## config.mk

```make
export PLATFORM = sky130hd
export DESIGN_NAME = byte_ring_fifo_with_search_flat
export DESIGN_NICKNAME = d
export VERILOG_FILES = /design/src/rtl/core/brfs_pkg.sv /design/src/rtl/core/brfs_req_if.sv /design/src/rtl/core/brfs_rsp_if.sv /design/src/rtl/core/brfs_ctrl.sv /design/src/rtl/core/brfs_datapath.sv /design/src/rtl/core/byte_ring_fifo_with_search.sv /design/src/flat_wrapper.sv
export SDC_FILE = /design/constraint.sdc
export NUM_CORES = 2
export LEC_CHECK = 0
export BUFFER_PORTS_ARGS = -buffer_cell sky130_fd_sc_hd__buf_2
export CORE_MARGIN = 3
export CORE_UTILIZATION = 41
export CTS_CLUSTER_SIZE = 16
export DETAILED_ROUTE_END_ITERATION = 12
export HOLD_SLACK_MARGIN = 0.1
export PLACE_DENSITY = 0.54
export SKIP_LAST_GASP = 1
export SYNTH_ARGS = -nofsm -noshare
export SYNTH_HDL_FRONTEND = slang
export SYNTH_HIERARCHICAL = 1
export SYNTH_SLANG_ARGS = --single-unit
```

## constraint.sdc

```tcl
create_clock -name clock -period 10.54 [get_ports clock]
set_input_delay 0.527 -clock clock [delete_from_list [all_inputs] [get_ports clock]]
set_output_delay 0.527 -clock clock [all_outputs]
set_load 0.02 [all_outputs]
```

## src/rtl/core/brfs_pkg.sv

```systemverilog
package brfs_pkg;

   localparam int MAX_SLOTS_DEF = 256;

   localparam int MODE_W = 3;
   localparam int DATA_W = 8;
   localparam int POS_W  = 8;
   localparam int FILL_W = 8;
   localparam int SIZE_W = 9;

   localparam logic [SIZE_W-1:0] SIZE_RESET = 9'd256;

   localparam int CSR_ADDR_W = 3;
   localparam int CSR_DATA_W = 32;

   // Register index, taken from the word address bit of paddr.
   localparam logic CSR_IDX_SIZE = 1'b0;

   typedef enum logic [MODE_W-1:0] {
      MODE_PUSH  = 3'd0,
      MODE_POP   = 3'd1,
      MODE_PEEK  = 3'd2,
      MODE_FIND  = 3'd3,
      MODE_CLEAR = 3'd4
   } mode_type;

   typedef enum logic [2:0] {
      ST_IDLE,
      ST_READ,
      ST_FIND_RD,
      ST_FIND_CMP,
      ST_WB
   } state_type;

   typedef struct packed {
      logic start;
      logic rd_en;
      logic rd_scan;
      logic take_read;
      logic scan_next;
      logic found_hit;
      logic load_rsp;
   } ctl_cmd_type;

   typedef struct packed {
      logic empty;
      logic match;
      logic last;
      logic rsp_free;
   } ctl_sts_type;

endpackage

```

## src/rtl/core/brfs_req_if.sv

```systemverilog
interface brfs_req_if;
   import brfs_pkg::*;

   logic              valid;
   logic              ready;
   logic [MODE_W-1:0] mode;
   logic [DATA_W-1:0] data_in;

   modport source (output valid, output mode, output data_in, input ready);
   modport sink (input valid, input mode, input data_in, output ready);
endinterface

```

## src/rtl/core/brfs_rsp_if.sv

```systemverilog
interface brfs_rsp_if;
   import brfs_pkg::*;

   logic              valid;
   logic              ready;
   logic              accepted;
   logic [DATA_W-1:0] data_out;
   logic              found;
   logic [POS_W-1:0]  position;
   logic [FILL_W-1:0] fill_level;
   logic              is_empty;

   modport source (
      output valid, output accepted, output data_out, output found,
      output position, output fill_level, output is_empty, input ready
   );
   modport sink (
      input valid, input accepted, input data_out, input found,
      input position, input fill_level, input is_empty, output ready
   );
endinterface

```

## src/rtl/core/brfs_ctrl.sv

```systemverilog
module brfs_ctrl (
   input  logic                           clock,
   input  logic                           reset,
   input  logic                           req_valid,
   input  logic [brfs_pkg::MODE_W-1:0]    req_mode,
   output logic                           req_ready,
   input  brfs_pkg::ctl_sts_type          sts,
   output brfs_pkg::ctl_cmd_type          cmd
);
   import brfs_pkg::*;

   state_type state_ff;
   state_type state_in;

   always_ff @(posedge clock) begin
      if (reset) begin
         state_ff <= ST_IDLE;
      end else begin
         state_ff <= state_in;
      end
   end

   always_comb begin
      state_in  = state_ff;
      cmd       = '0;
      req_ready = 1'b0;
      unique case (state_ff)
         ST_IDLE: begin
            req_ready = 1'b1;
            if (req_valid) begin
               cmd.start = 1'b1;
               unique case (mode_type'(req_mode))
                  MODE_POP, MODE_PEEK: begin
                     cmd.rd_en = 1'b1;
                     state_in  = ST_READ;
                  end
                  MODE_FIND: begin
                     state_in = sts.empty ? ST_WB : ST_FIND_RD;
                  end
                  default: begin
                     state_in = ST_WB;
                  end
               endcase
            end
         end
         ST_READ: begin
            cmd.take_read = 1'b1;
            state_in      = ST_WB;
         end
         ST_FIND_RD: begin
            cmd.rd_en   = 1'b1;
            cmd.rd_scan = 1'b1;
            state_in    = ST_FIND_CMP;
         end
         ST_FIND_CMP: begin
            priority if (sts.match) begin
               cmd.found_hit = 1'b1;
               state_in      = ST_WB;
            end else if (sts.last) begin
               state_in = ST_WB;
            end else begin
               cmd.scan_next = 1'b1;
               state_in      = ST_FIND_RD;
            end
         end
         ST_WB: begin
            if (sts.rsp_free) begin
               cmd.load_rsp = 1'b1;
               state_in     = ST_IDLE;
            end
         end
         default: begin
            state_in = ST_IDLE;
         end
      endcase
   end

   a_hit_goes_to_wb: assert property (@(posedge clock) disable iff (reset)
      cmd.found_hit |=> state_ff == ST_WB)
      else $error("match did not lead to the result stage");

   a_start_only_idle: assert property (@(posedge clock) disable iff (reset)
      cmd.start |=> state_ff != ST_IDLE)
      else $error("accepted request left the controller idle");

   a_scan_after_read: assert property (@(posedge clock) disable iff (reset)
      cmd.scan_next |-> $past(cmd.rd_scan))
      else $error("scan stepped without a preceding read");
endmodule

```

## src/rtl/core/brfs_datapath.sv

```systemverilog
module brfs_datapath #(
   parameter int MAX_SLOTS = brfs_pkg::MAX_SLOTS_DEF
) (
   input  logic                              clock,
   input  logic                              reset,
   input  brfs_pkg::ctl_cmd_type             cmd,
   output brfs_pkg::ctl_sts_type             sts,
   input  logic [brfs_pkg::MODE_W-1:0]       req_mode,
   input  logic [brfs_pkg::DATA_W-1:0]       req_data,
   output logic                              rsp_valid,
   input  logic                              rsp_ready,
   output logic                              rsp_accepted,
   output logic [brfs_pkg::DATA_W-1:0]       rsp_data,
   output logic                              rsp_found,
   output logic [brfs_pkg::POS_W-1:0]        rsp_position,
   output logic [brfs_pkg::FILL_W-1:0]       rsp_fill,
   output logic                              rsp_empty,
   input  logic                              psel,
   input  logic                              penable,
   input  logic                              pwrite,
   input  logic [brfs_pkg::CSR_ADDR_W-1:0]   paddr,
   input  logic [brfs_pkg::CSR_DATA_W-1:0]   pwdata,
   output logic [brfs_pkg::CSR_DATA_W-1:0]   prdata,
   output logic                              pready
);
   import brfs_pkg::*;

   localparam int PW = (MAX_SLOTS > 2) ? $clog2(MAX_SLOTS) : 1;
   localparam int SW = $clog2(MAX_SLOTS + 1);
   localparam int CW = (SW > SIZE_W) ? SW : SIZE_W;

   function automatic logic [SW-1:0] clamp_size(input logic [SIZE_W-1:0] v);
      logic [CW-1:0] ve;
      ve = CW'(v);
      if (ve < CW'(2)) begin
         return SW'(2);
      end else if (ve > CW'(MAX_SLOTS)) begin
         return SW'(MAX_SLOTS);
      end
      return SW'(ve);
   endfunction

   function automatic logic [PW-1:0] adv(input logic [PW-1:0] p, input logic [SW-1:0] s);
      logic [SW-1:0] nxt;
      nxt = SW'(p) + SW'(1);
      return (nxt == s) ? '0 : PW'(nxt);
   endfunction

   logic [DATA_W-1:0] mem [MAX_SLOTS];

   logic [SIZE_W-1:0] size_ff, size_in;
   logic [SW-1:0]     slots_ff, slots_in;
   logic [PW-1:0]     wr_ptr_ff, wr_ptr_in;
   logic [PW-1:0]     rd_ptr_ff, rd_ptr_in;
   logic              rsp_valid_ff, rsp_valid_in;

   logic [PW-1:0]     scan_ptr_ff, scan_ptr_in;
   logic [PW-1:0]     scan_cnt_ff, scan_cnt_in;
   logic [MODE_W-1:0] mode_ff, mode_in;
   logic [DATA_W-1:0] key_ff, key_in;
   logic              acc_ff, acc_in;
   logic [DATA_W-1:0] dout_ff, dout_in;
   logic              found_ff, found_in;
   logic [POS_W-1:0]  pos_ff, pos_in;
   logic [DATA_W-1:0] rd_data_ff;

   logic              rsp_acc_ff;
   logic [DATA_W-1:0] rsp_data_ff;
   logic              rsp_found_ff;
   logic [POS_W-1:0]  rsp_pos_ff;
   logic [FILL_W-1:0] rsp_fill_ff;
   logic              rsp_empty_ff;

   logic [SW-1:0]     held;
   logic              full;
   logic              empty;
   logic              csr_wr;
   logic              mem_we;
   logic [PW-1:0]     rd_addr;

   assign held  = (wr_ptr_ff >= rd_ptr_ff) ? SW'(wr_ptr_ff) - SW'(rd_ptr_ff)
                                           : slots_ff - SW'(rd_ptr_ff) + SW'(wr_ptr_ff);
   assign full  = (held == slots_ff - SW'(1));
   assign empty = (held == '0);

   assign csr_wr  = psel && penable && pwrite && (paddr[2] == CSR_IDX_SIZE);
   assign pready  = 1'b1;
   assign prdata  = (paddr[2] == CSR_IDX_SIZE) ? CSR_DATA_W'(size_ff) : '0;

   assign mem_we  = cmd.start && !csr_wr && (req_mode == MODE_PUSH) && !full;
   assign rd_addr = cmd.rd_scan ? scan_ptr_ff : rd_ptr_ff;

   assign sts.empty    = empty;
   assign sts.match    = (rd_data_ff == key_ff);
   assign sts.last     = (SW'(scan_cnt_ff) + SW'(1) == held);
   assign sts.rsp_free = !rsp_valid_ff || rsp_ready;

   always_comb begin
      size_in     = size_ff;
      slots_in    = slots_ff;
      wr_ptr_in   = wr_ptr_ff;
      rd_ptr_in   = rd_ptr_ff;
      scan_ptr_in = scan_ptr_ff;
      scan_cnt_in = scan_cnt_ff;
      mode_in     = mode_ff;
      key_in      = key_ff;
      acc_in      = acc_ff;
      dout_in     = dout_ff;
      found_in    = found_ff;
      pos_in      = pos_ff;
      if (csr_wr) begin
         size_in   = pwdata[SIZE_W-1:0];
         slots_in  = clamp_size(pwdata[SIZE_W-1:0]);
         wr_ptr_in = '0;
         rd_ptr_in = '0;
      end else begin
         if (cmd.start) begin
            mode_in  = req_mode;
            key_in   = req_data;
            acc_in   = 1'b0;
            dout_in  = '0;
            found_in = 1'b0;
            pos_in   = '0;
            unique case (mode_type'(req_mode))
               MODE_PUSH: begin
                  if (!full) begin
                     wr_ptr_in = adv(wr_ptr_ff, slots_ff);
                     acc_in    = 1'b1;
                  end
               end
               MODE_POP, MODE_PEEK: begin
                  acc_in = !empty;
               end
               MODE_FIND: begin
                  scan_ptr_in = rd_ptr_ff;
                  scan_cnt_in = '0;
               end
               MODE_CLEAR: begin
                  wr_ptr_in = '0;
                  rd_ptr_in = '0;
               end
               default: begin
               end
            endcase
         end
         if (cmd.take_read && acc_ff) begin
            dout_in = rd_data_ff;
            if (mode_ff == MODE_POP) begin
               rd_ptr_in = adv(rd_ptr_ff, slots_ff);
            end
         end
         if (cmd.scan_next) begin
            scan_ptr_in = adv(scan_ptr_ff, slots_ff);
            scan_cnt_in = scan_cnt_ff + PW'(1);
         end
         if (cmd.found_hit) begin
            found_in = 1'b1;
            pos_in   = POS_W'(scan_cnt_ff);
         end
      end
   end

   always_comb begin
      rsp_valid_in = rsp_valid_ff;
      if (cmd.load_rsp) begin
         rsp_valid_in = 1'b1;
      end else if (rsp_ready) begin
         rsp_valid_in = 1'b0;
      end
   end

   always_ff @(posedge clock) begin
      if (reset) begin
         size_ff      <= SIZE_RESET;
         slots_ff     <= clamp_size(SIZE_RESET);
         wr_ptr_ff    <= '0;
         rd_ptr_ff    <= '0;
         rsp_valid_ff <= 1'b0;
      end else begin
         size_ff      <= size_in;
         slots_ff     <= slots_in;
         wr_ptr_ff    <= wr_ptr_in;
         rd_ptr_ff    <= rd_ptr_in;
         rsp_valid_ff <= rsp_valid_in;
      end
   end

   always_ff @(posedge clock) begin
      scan_ptr_ff <= scan_ptr_in;
      scan_cnt_ff <= scan_cnt_in;
      mode_ff     <= mode_in;
      key_ff      <= key_in;
      acc_ff      <= acc_in;
      dout_ff     <= dout_in;
      found_ff    <= found_in;
      pos_ff      <= pos_in;
      if (cmd.load_rsp) begin
         rsp_acc_ff   <= acc_ff;
         rsp_data_ff  <= dout_ff;
         rsp_found_ff <= found_ff;
         rsp_pos_ff   <= pos_ff;
         rsp_fill_ff  <= FILL_W'(held);
         rsp_empty_ff <= empty;
      end
   end

   always_ff @(posedge clock) begin
      if (mem_we) begin
         mem[wr_ptr_ff] <= req_data;
      end
      if (cmd.rd_en) begin
         rd_data_ff <= mem[rd_addr];
      end
   end

   assign rsp_valid    = rsp_valid_ff;
   assign rsp_accepted = rsp_acc_ff;
   assign rsp_data     = rsp_data_ff;
   assign rsp_found    = rsp_found_ff;
   assign rsp_position = rsp_pos_ff;
   assign rsp_fill     = rsp_fill_ff;
   assign rsp_empty    = rsp_empty_ff;

   a_fill_bounded: assert property (@(posedge clock) disable iff (reset)
      held < slots_ff)
      else $error("fill level reached the slot count");

   a_ptrs_in_range: assert property (@(posedge clock) disable iff (reset)
      SW'(wr_ptr_ff) < slots_ff && SW'(rd_ptr_ff) < slots_ff)
      else $error("pointer outside the active slots");

   a_push_grows: assert property (@(posedge clock) disable iff (reset)
      mem_we |=> held == $past(held) + SW'(1))
      else $error("stored push did not raise the fill level");

   a_load_when_free: assert property (@(posedge clock) disable iff (reset)
      cmd.load_rsp |-> sts.rsp_free)
      else $error("result register overwritten while still held");
endmodule

```

## src/rtl/core/byte_ring_fifo_with_search.sv

```systemverilog
// Byte ring buffer with one slot kept free, so it holds at most buffer_size-1 bytes
// (buffer_size is clamped to 2..MAX_SLOTS; writing it empties the buffer). One request
// is processed at a time. A push, clear or unused mode goes from idle to write-back, a
// pop or peek first passes a read state as the byte store has a registered read port, and
// a find passes a read and a compare state per byte examined until a match or the end of
// the held data, one byte per read and compare on the single store read port. A new
// request is taken while the previous response still waits in the output register.
// The byte store is not cleared after reset; only written entries ever reach a response.
module byte_ring_fifo_with_search #(
   parameter int MAX_SLOTS = brfs_pkg::MAX_SLOTS_DEF
) (
   input  logic                              clock,
   input  logic                              reset,
   brfs_req_if.sink                          req_ch,
   brfs_rsp_if.source                        rsp_ch,
   input  logic                              psel,
   input  logic                              penable,
   input  logic                              pwrite,
   input  logic [brfs_pkg::CSR_ADDR_W-1:0]   paddr,
   input  logic [brfs_pkg::CSR_DATA_W-1:0]   pwdata,
   output logic [brfs_pkg::CSR_DATA_W-1:0]   prdata,
   output logic                              pready
);
   import brfs_pkg::*;

   ctl_cmd_type cmd;
   ctl_sts_type sts;

   brfs_ctrl u_ctrl (
      .clock     (clock),
      .reset     (reset),
      .req_valid (req_ch.valid),
      .req_mode  (req_ch.mode),
      .req_ready (req_ch.ready),
      .sts       (sts),
      .cmd       (cmd)
   );

   brfs_datapath #(
      .MAX_SLOTS (MAX_SLOTS)
   ) u_datapath (
      .clock        (clock),
      .reset        (reset),
      .cmd          (cmd),
      .sts          (sts),
      .req_mode     (req_ch.mode),
      .req_data     (req_ch.data_in),
      .rsp_valid    (rsp_ch.valid),
      .rsp_ready    (rsp_ch.ready),
      .rsp_accepted (rsp_ch.accepted),
      .rsp_data     (rsp_ch.data_out),
      .rsp_found    (rsp_ch.found),
      .rsp_position (rsp_ch.position),
      .rsp_fill     (rsp_ch.fill_level),
      .rsp_empty    (rsp_ch.is_empty),
      .psel         (psel),
      .penable      (penable),
      .pwrite       (pwrite),
      .paddr        (paddr),
      .pwdata       (pwdata),
      .prdata       (prdata),
      .pready       (pready)
   );
endmodule
```

## src/flat_wrapper.sv

```systemverilog
// flat-port wrapper written by rule: the top's interface ports become plain ports
module byte_ring_fifo_with_search_flat import brfs_pkg::*;
#(
   parameter int MAX_SLOTS = brfs_pkg::MAX_SLOTS_DEF
)
  (clock, reset, psel, penable, pwrite, paddr, pwdata, prdata, pready, req_ch_valid, req_ch_mode, req_ch_data_in, req_ch_ready, rsp_ch_valid, rsp_ch_accepted, rsp_ch_data_out, rsp_ch_found, rsp_ch_position, rsp_ch_fill_level, rsp_ch_is_empty, rsp_ch_ready);
  brfs_req_if req_ch_i ();
  brfs_rsp_if rsp_ch_i ();
  input  logic clock;
  input  logic reset;
  input  logic psel;
  input  logic penable;
  input  logic pwrite;
  input  logic [brfs_pkg::CSR_ADDR_W-1:0] paddr;
  input  logic [brfs_pkg::CSR_DATA_W-1:0] pwdata;
  output logic [brfs_pkg::CSR_DATA_W-1:0] prdata;
  output logic pready;
  input wire logic [$bits(req_ch_i.valid)-1:0] req_ch_valid;
  input wire logic [$bits(req_ch_i.mode)-1:0] req_ch_mode;
  input wire logic [$bits(req_ch_i.data_in)-1:0] req_ch_data_in;
  output wire logic [$bits(req_ch_i.ready)-1:0] req_ch_ready;
  output wire logic [$bits(rsp_ch_i.valid)-1:0] rsp_ch_valid;
  output wire logic [$bits(rsp_ch_i.accepted)-1:0] rsp_ch_accepted;
  output wire logic [$bits(rsp_ch_i.data_out)-1:0] rsp_ch_data_out;
  output wire logic [$bits(rsp_ch_i.found)-1:0] rsp_ch_found;
  output wire logic [$bits(rsp_ch_i.position)-1:0] rsp_ch_position;
  output wire logic [$bits(rsp_ch_i.fill_level)-1:0] rsp_ch_fill_level;
  output wire logic [$bits(rsp_ch_i.is_empty)-1:0] rsp_ch_is_empty;
  input wire logic [$bits(rsp_ch_i.ready)-1:0] rsp_ch_ready;
  assign req_ch_i.valid = req_ch_valid;
  assign req_ch_i.mode = req_ch_mode;
  assign req_ch_i.data_in = req_ch_data_in;
  assign req_ch_ready = req_ch_i.ready;
  assign rsp_ch_valid = rsp_ch_i.valid;
  assign rsp_ch_accepted = rsp_ch_i.accepted;
  assign rsp_ch_data_out = rsp_ch_i.data_out;
  assign rsp_ch_found = rsp_ch_i.found;
  assign rsp_ch_position = rsp_ch_i.position;
  assign rsp_ch_fill_level = rsp_ch_i.fill_level;
  assign rsp_ch_is_empty = rsp_ch_i.is_empty;
  assign rsp_ch_i.ready = rsp_ch_ready;
  byte_ring_fifo_with_search #(.MAX_SLOTS(MAX_SLOTS)) u_core (.clock(clock), .reset(reset), .req_ch(req_ch_i), .rsp_ch(rsp_ch_i), .psel(psel), .penable(penable), .pwrite(pwrite), .paddr(paddr), .pwdata(pwdata), .prdata(prdata), .pready(pready));
endmodule
```

# --- After elaboration in Yosys (flattened, before gate mapping) ---
# Memory sizes are Yosys's and may differ from the RTL's. A register that Yosys moved wholly into a read port is not among the register bits.
# Cells that the tools add are included.
word_totals:
  reg_bits: 110
  latch_bits: 0
  ramBits: 2048
  mem_bits_ro: 0
  inputBits: 53
  n_memories: 1
memory_table:
  columns: ["memory", "words", "width", "read_ports", "rd_clocked_by_memory_dff", "wr", "line_no", "rtl"]
  rows:
  - ["u_core.u_datapath.mem", 256, 8, 1, 1, 1, "brfs_datapath.sv:49", "logic [DATA_W-1:0] mem [MAX_SLOTS];"]
classes:
  addsub: 9
  mul: 0
  div_mod_pow: 0
  n_lt_le_gt_ge: 3
  n_eq_ne: 18
  n_shift: 0
  mux: 54
  bitwise: 2
  reduce_logical: 29
ops:
  columns: ["cell", "n"]
  rows:
  - ["$mux 8", 18]
  - ["$eq 9x9->1", 5]
  - ["$mux 9", 5]
  - ["$add 8x1->9 const B", 4]
  - ["$mux 1", 19]
  - ["$pmux 8 s2", 1]
  - ["$mux 3", 5]
  - ["$pmux 3 s5", 1]
  - ["$eq 3x2->1 const B", 4]
  - ["$reduce_bool 2->1", 6]
  - ["$add 9x8->9", 1]
  - ["$eq 3x1->1 const B", 3]
  - ["$gt 9x9->1 const B", 1]
  - ["$logic_not 9->1", 1]
  - ["$lt 9x2->1 const B", 1]
  - ["$sub 8x8->9", 1]
  - ["$sub 9x1->9 const B", 1]
  - ["$sub 9x8->9", 1]
  - ["$add 8x1->8 const B", 1]
  - ["$eq 8x8->1", 1]
  - ["$ge 8x8->1", 1]
  - ["$reduce_and 2->1", 4]
  - ["$logic_and 1x1->1", 7]
  - ["$eq 3x3->1 const B", 2]
  - ["other kinds (11)", 21]

# --- Logic depth before layout (Yosys ltp) ---
depth:
  ltp_word: 10
  depth_mapped: 19

# --- Hierarchy ---
# Netlist, hierarchy kept.
by_module_without_submodules:
  columns: ["mod", "n_inst", "cells_per_inst", "area_per_inst_um2", "seq_area_each_um2"]
  rows:
  - ["brfs_datapath", 1, 4605, 87136.1, 64602.0]
  - ["brfs_ctrl", 1, 34, 314.1, 60.1]

# --- Least setup slack after synthesis ---
# Ideal clock, no wire load.
synth_path:
  path_kind: "register to register"
  start: "register u_core.u_datapath.slots_ff[1]"
  end: "register u_core.u_datapath.scan_cnt_ff[0], enable pin"
  arrival_ns: 4.408
  t_required_ns: 10.152
  setup_slack_ns: 5.743
  stages_incl_launch_ff: 19
  period_less_slack_ns: 4.797
  cell_sequence: "dfxtp_1 > clkbuf_1 > inv_1 > fa_1 > inv_1 > fa_1 > a211oi_1 > o21ai_0 > xor2_1 > mux2_2 > xor2_1 > nor2_1 > a311o_1 > a211oi_1 > or3b_4 > nor2_1 > clkbuf_1 > a41oi_1 > nor2_1"
synth_lines:
  columns: ["element", "line_no", "rtl"]
  rows:
  - ["start: declaration", "brfs_datapath.sv:52", "logic [SW-1:0] slots_ff, slots_in;"]
  - ["start signal: assignment", "brfs_datapath.sv:175", "slots_ff <= clamp_size(SIZE_RESET);"]
  - ["start signal: assignment", "brfs_datapath.sv:181", "slots_ff <= slots_in;"]
  - ["end signal: assignment", "brfs_datapath.sv:190", "scan_cnt_ff <= scan_cnt_in;"]
  - ["end: declaration", "brfs_datapath.sv:58", "logic [PW-1:0] scan_cnt_ff, scan_cnt_in;"]

==> flow_summary.yaml <==
cts:
  postCtsSetupBuffers: 0
  cts_made_buffers: 220
  clock_sinks: 2166
  clockRootBuffer: "sky130_fd_sc_hd__clkbuf_16"
  cts_tree: "done"
  clk-insertion-delay-late_ns: 0.85
  worst_setup_hold_path_clk_slew_ns: 0.06
  clk_path_buf_depth: 3
  cts.htree.levels: 4
detailed_routing:
  number_of_search_and_repair_iterations_in_the_first_detailed_routing_pass: 5
  drt-wirelength-per-cell_um: 27.9
  drtAntennaViolNets: 0
  post_detailed_route_drc_marker_count: 0
  detail_route.vias_per_cell: 5.72
  wl_met3_um: 14200
  drt_wl_total_um: 219000
  drtIter0Drc: 4221
  highest_layer: "met5"
  route.vias.total: 44952
  met2WireLength_um: 106000
  route.layer.met1.wl_um: 93300
global_routing:
  first_global_vias: 45962
  grt_start_max_net_pins: 129
  grt_util_all_layers_pct: 20.0
  grt_total_ovfl: 0
  grt_pass1_wl_um: 322000
  antenna_found_initial: 7
floorplan:
  die-height_um: 468
  boundaryPins: 115
  core-area_mm2: 0.211
  die-area_mm2: 0.219
  die_width_um: 468
  start_util_pct: 41.5
  core.rowCount: 168
layout:
  layout.nets: 4952
  fin_util_pct: 47.0
  final_cell_area_mm2: 0.0991
  share_of_post_route_cells_with_drive_strength_above_1_pct: 23.0
  layout_filler_cell_count: 17738
  finalNonFillerCells: 7853
  area.growth.synth_to_final_pct: 13.3
place:
  port_buffers: 65
  post_dp_cell_area_mm2: 0.0920
  dp_hpwl_um: 126000
  gpl.final_weighted_congestion: 0.819
  placed_cells: 7428
  dp_slack_ns: 4.34
run_status:
  outcome: "finished clean"
sta:
  fmax_ghz: 0.162
  post-route-period-util_pct: 58.5
  rsz0062_at_grt: "no"
  setup_skew_ns: 0.0281
  worst_hold_slack_ns: 0.145
  fin_crit_ns: 6.16
  setup_viol_count_final: 0
  max-slew-margin-rel_pct: 22.4
  worstMarginPinSlew_ns: 1.16
  final.setup.worst_slack_ns: 4.38
  tns_ns: 0
  drv_slew: 0
  final-hold-violation-count: 0
synthesis:
  ys_top_cells_by_area: "sky130_fd_sc_hd__edfxtp_1 (73%), sky130_fd_sc_hd__mux4_2 (13%), sky130_fd_sc_hd__a211oi_1 (1.6%), sky130_fd_sc_hd__nand2_1 (1.4%), sky130_fd_sc_hd__and2_1 (1.1%)"
  synthArstFlopShare_pct: 0
  synth_cells: 4639
  synth-edff-count: 2128
  mappedNetlistArea_mm2: 0.0875
  post-synth-top-count-cell: "sky130_fd_sc_hd__edfxtp_1"
  synth-main-ff-cell: "sky130_fd_sc_hd__edfxtp_1"
  synthTopCellsByCount: "sky130_fd_sc_hd__edfxtp_1 (2,128), sky130_fd_sc_hd__mux4_2 (512), sky130_fd_sc_hd__nand2_1 (325), sky130_fd_sc_hd__clkbuf_1 (191), sky130_fd_sc_hd__a211oi_1 (187)"
  synth.lib_cells_used.distinct: 81
  ys_seq_area_share_pct: 73.9
  ys_warn_count: 6
  syn_avg_cell_area_um2: 18.9
  yosysTopAreaCellShare_pct: 73.1
  synth.ff_latch_count: 2166
  netlist.top_cell.by_area: "sky130_fd_sc_hd__edfxtp_1"
power_and_ir_drop:
  p_per_area_mw_per_mm2: 175
  power_leakage_nw: 31.8
  post-layout-total-power_mw: 17.3
  max_vdd_drop_mv: 0.170
worst_setup_path:
  path_buf_inv: 3
  critical_path_peak_fanout: 31
  critical_path.slowest_cell: "sky130_fd_sc_hd__mux2i_4"
  critical_path.cell_chain: "nor3b_2 > buf_4 > mux2i_4 > buf_4 > buf_4 > mux4_2 > and2_1 > a211oi_1 > a31oi_1 > a21oi_1 > a211oi_1 > nor2_1 > nand2_1"
  timing.critical_path.required_ns: 11.06
  critical_path.startpoint_type: "flip-flop"
  cp-end-kind: "flip-flop"
  cp_common_cell: "sky130_fd_sc_hd__buf_4"
  data_arrival_time_at_the_worst_slack_endpoint_ns: 6.68
  critPathMaxStageDelay_ns: 0.82
  critical_path.top_delay_family: "buffers and inverters"
  criticalPathCategory: "reg -> reg"
worst_hold_path:
  holdCritPathClass: "in -> reg"
run:
  cap_viol_max_count: 0
==> layer usage <==
layer	vias up	GRT usage, %
li1	19325	-
met4	2	5.56
met1	23901	28.0
met2	1411	32.4
met5	-	0
met3	313	3.64
==> layout make-up <==
class | count | area [um^2] | area share [%]
tap | 2805 | 3510 | 3.54
inverter | 47 | 176 | 0.178
clock buffer | 272 | 5810 | 5.86
antenna | 3 | 7.51 | 0.00758
clock inverter | 129 | 1080 | 1.09
timing repair buffer | 325 | 2570 | 2.60
multi-input combinational | 2106 | 21300 | 21.5
sequential | 2166 | 64700 | 65.3
==> cells by family after synthesis <==
logic type	Yosys count	synth area share, %
AND/OR/NAND/NOR	929	5.08
buffers and inverters	389	2.03
adder cells (fa/ha/maj)	33	0.549
other	2	0.00859
multiplexers	528	13.4
AO/OA/AOI/OAI	509	4.17
flip-flops	2166	73.9
XOR/XNOR	83	0.831
==> power by group <==
group	switching [mW]	internal (mW)	total (mW)
combinational	0.238	0.0667	0.305
sequential	0.0118	9.48	9.49
clock	3.20	4.31	7.51
total	3.45	13.9	17.3
==> cells in the final DEF (no fill, tap or decap), types with 67 or more instances in the layout <==
cell type | synthesis | final
sky130_fd_sc_hd__edfxtp_1 | 2128 | 2128
sky130_fd_sc_hd__nor2_1 | 150 | 150
sky130_fd_sc_hd__a211oi_1 | 187 | 187
sky130_fd_sc_hd__clkinv_1 | 0 | 67
sky130_fd_sc_hd__clkbuf_16 | 0 | 225
sky130_fd_sc_hd__nor3_1 | 173 | 173
sky130_fd_sc_hd__buf_4 | 34 | 226
sky130_fd_sc_hd__a21oi_1 | 80 | 80
sky130_fd_sc_hd__a311oi_1 | 69 | 69
sky130_fd_sc_hd__a31oi_1 | 67 | 67
sky130_fd_sc_hd__mux4_2 | 512 | 512
sky130_fd_sc_hd__and2_1 | 149 | 149
sky130_fd_sc_hd__nand2_1 | 325 | 309
==> registers in the layout, indices dropped and copies added (netlist names), 8 cells and up <==
| signal | cells |
|---|---|
| u_core/u_datapath/rsp_data | 8 |
| u_core/u_datapath/scan_cnt_ff | 8 |
| u_core/u_datapath/rd_data_ff | 8 |
| u_core/u_datapath/rsp_fill | 8 |
| u_core/u_datapath/slots_ff | 9 |
| u_core/u_datapath/key_ff | 8 |
| u_core/u_datapath/size_ff | 9 |
| u_core/u_datapath/pos_ff | 8 |
| u_core/u_datapath/rsp_position | 8 |
| u_core/u_datapath/wr_ptr_ff | 8 |
| u_core/u_datapath/scan_ptr_ff | 8 |
| u_core/u_datapath/rd_ptr_ff | 8 |
| u_core/u_datapath/mem | 2048 |
| u_core/u_datapath/dout_ff | 8 |
==> repair_timing <==
item / in CTS / in global routing
hold buffers: 21 / 0
hold endpoints to repair: 23 / 0
gates resized for setup: 0 / 0
==> path summary, 6_finish.rpt <==
| kind | slack (ns) | depth (start not counted) | endpoint | from |
|---|---|---|---|---|
| worst max-delay path | 4.38 | 13 | u_core/u_datapath/rd_data_ff[3]$_DFFE_PP_ | u_core/u_ctrl/state_ff[1]$_SDFFE_PP0P_ |
| worst min-delay path | 0.15 | 1 | u_core/u_datapath/mem[115][4]$_DFFE_PP_ | req_ch_data_in[4] |
| worst max register to register | 4.38 | 13 | u_core/u_datapath/rd_data_ff[3]$_DFFE_PP_ | u_core/u_ctrl/state_ff[1]$_SDFFE_PP0P_ |
| worst min register to register | 0.42 | 0 | u_core/u_datapath/rsp_found$_DFFE_PP_ | u_core/u_datapath/found_ff$_SDFFCE_PP1P_ |
Note: power is estimated with default switching activity, not from simulation.
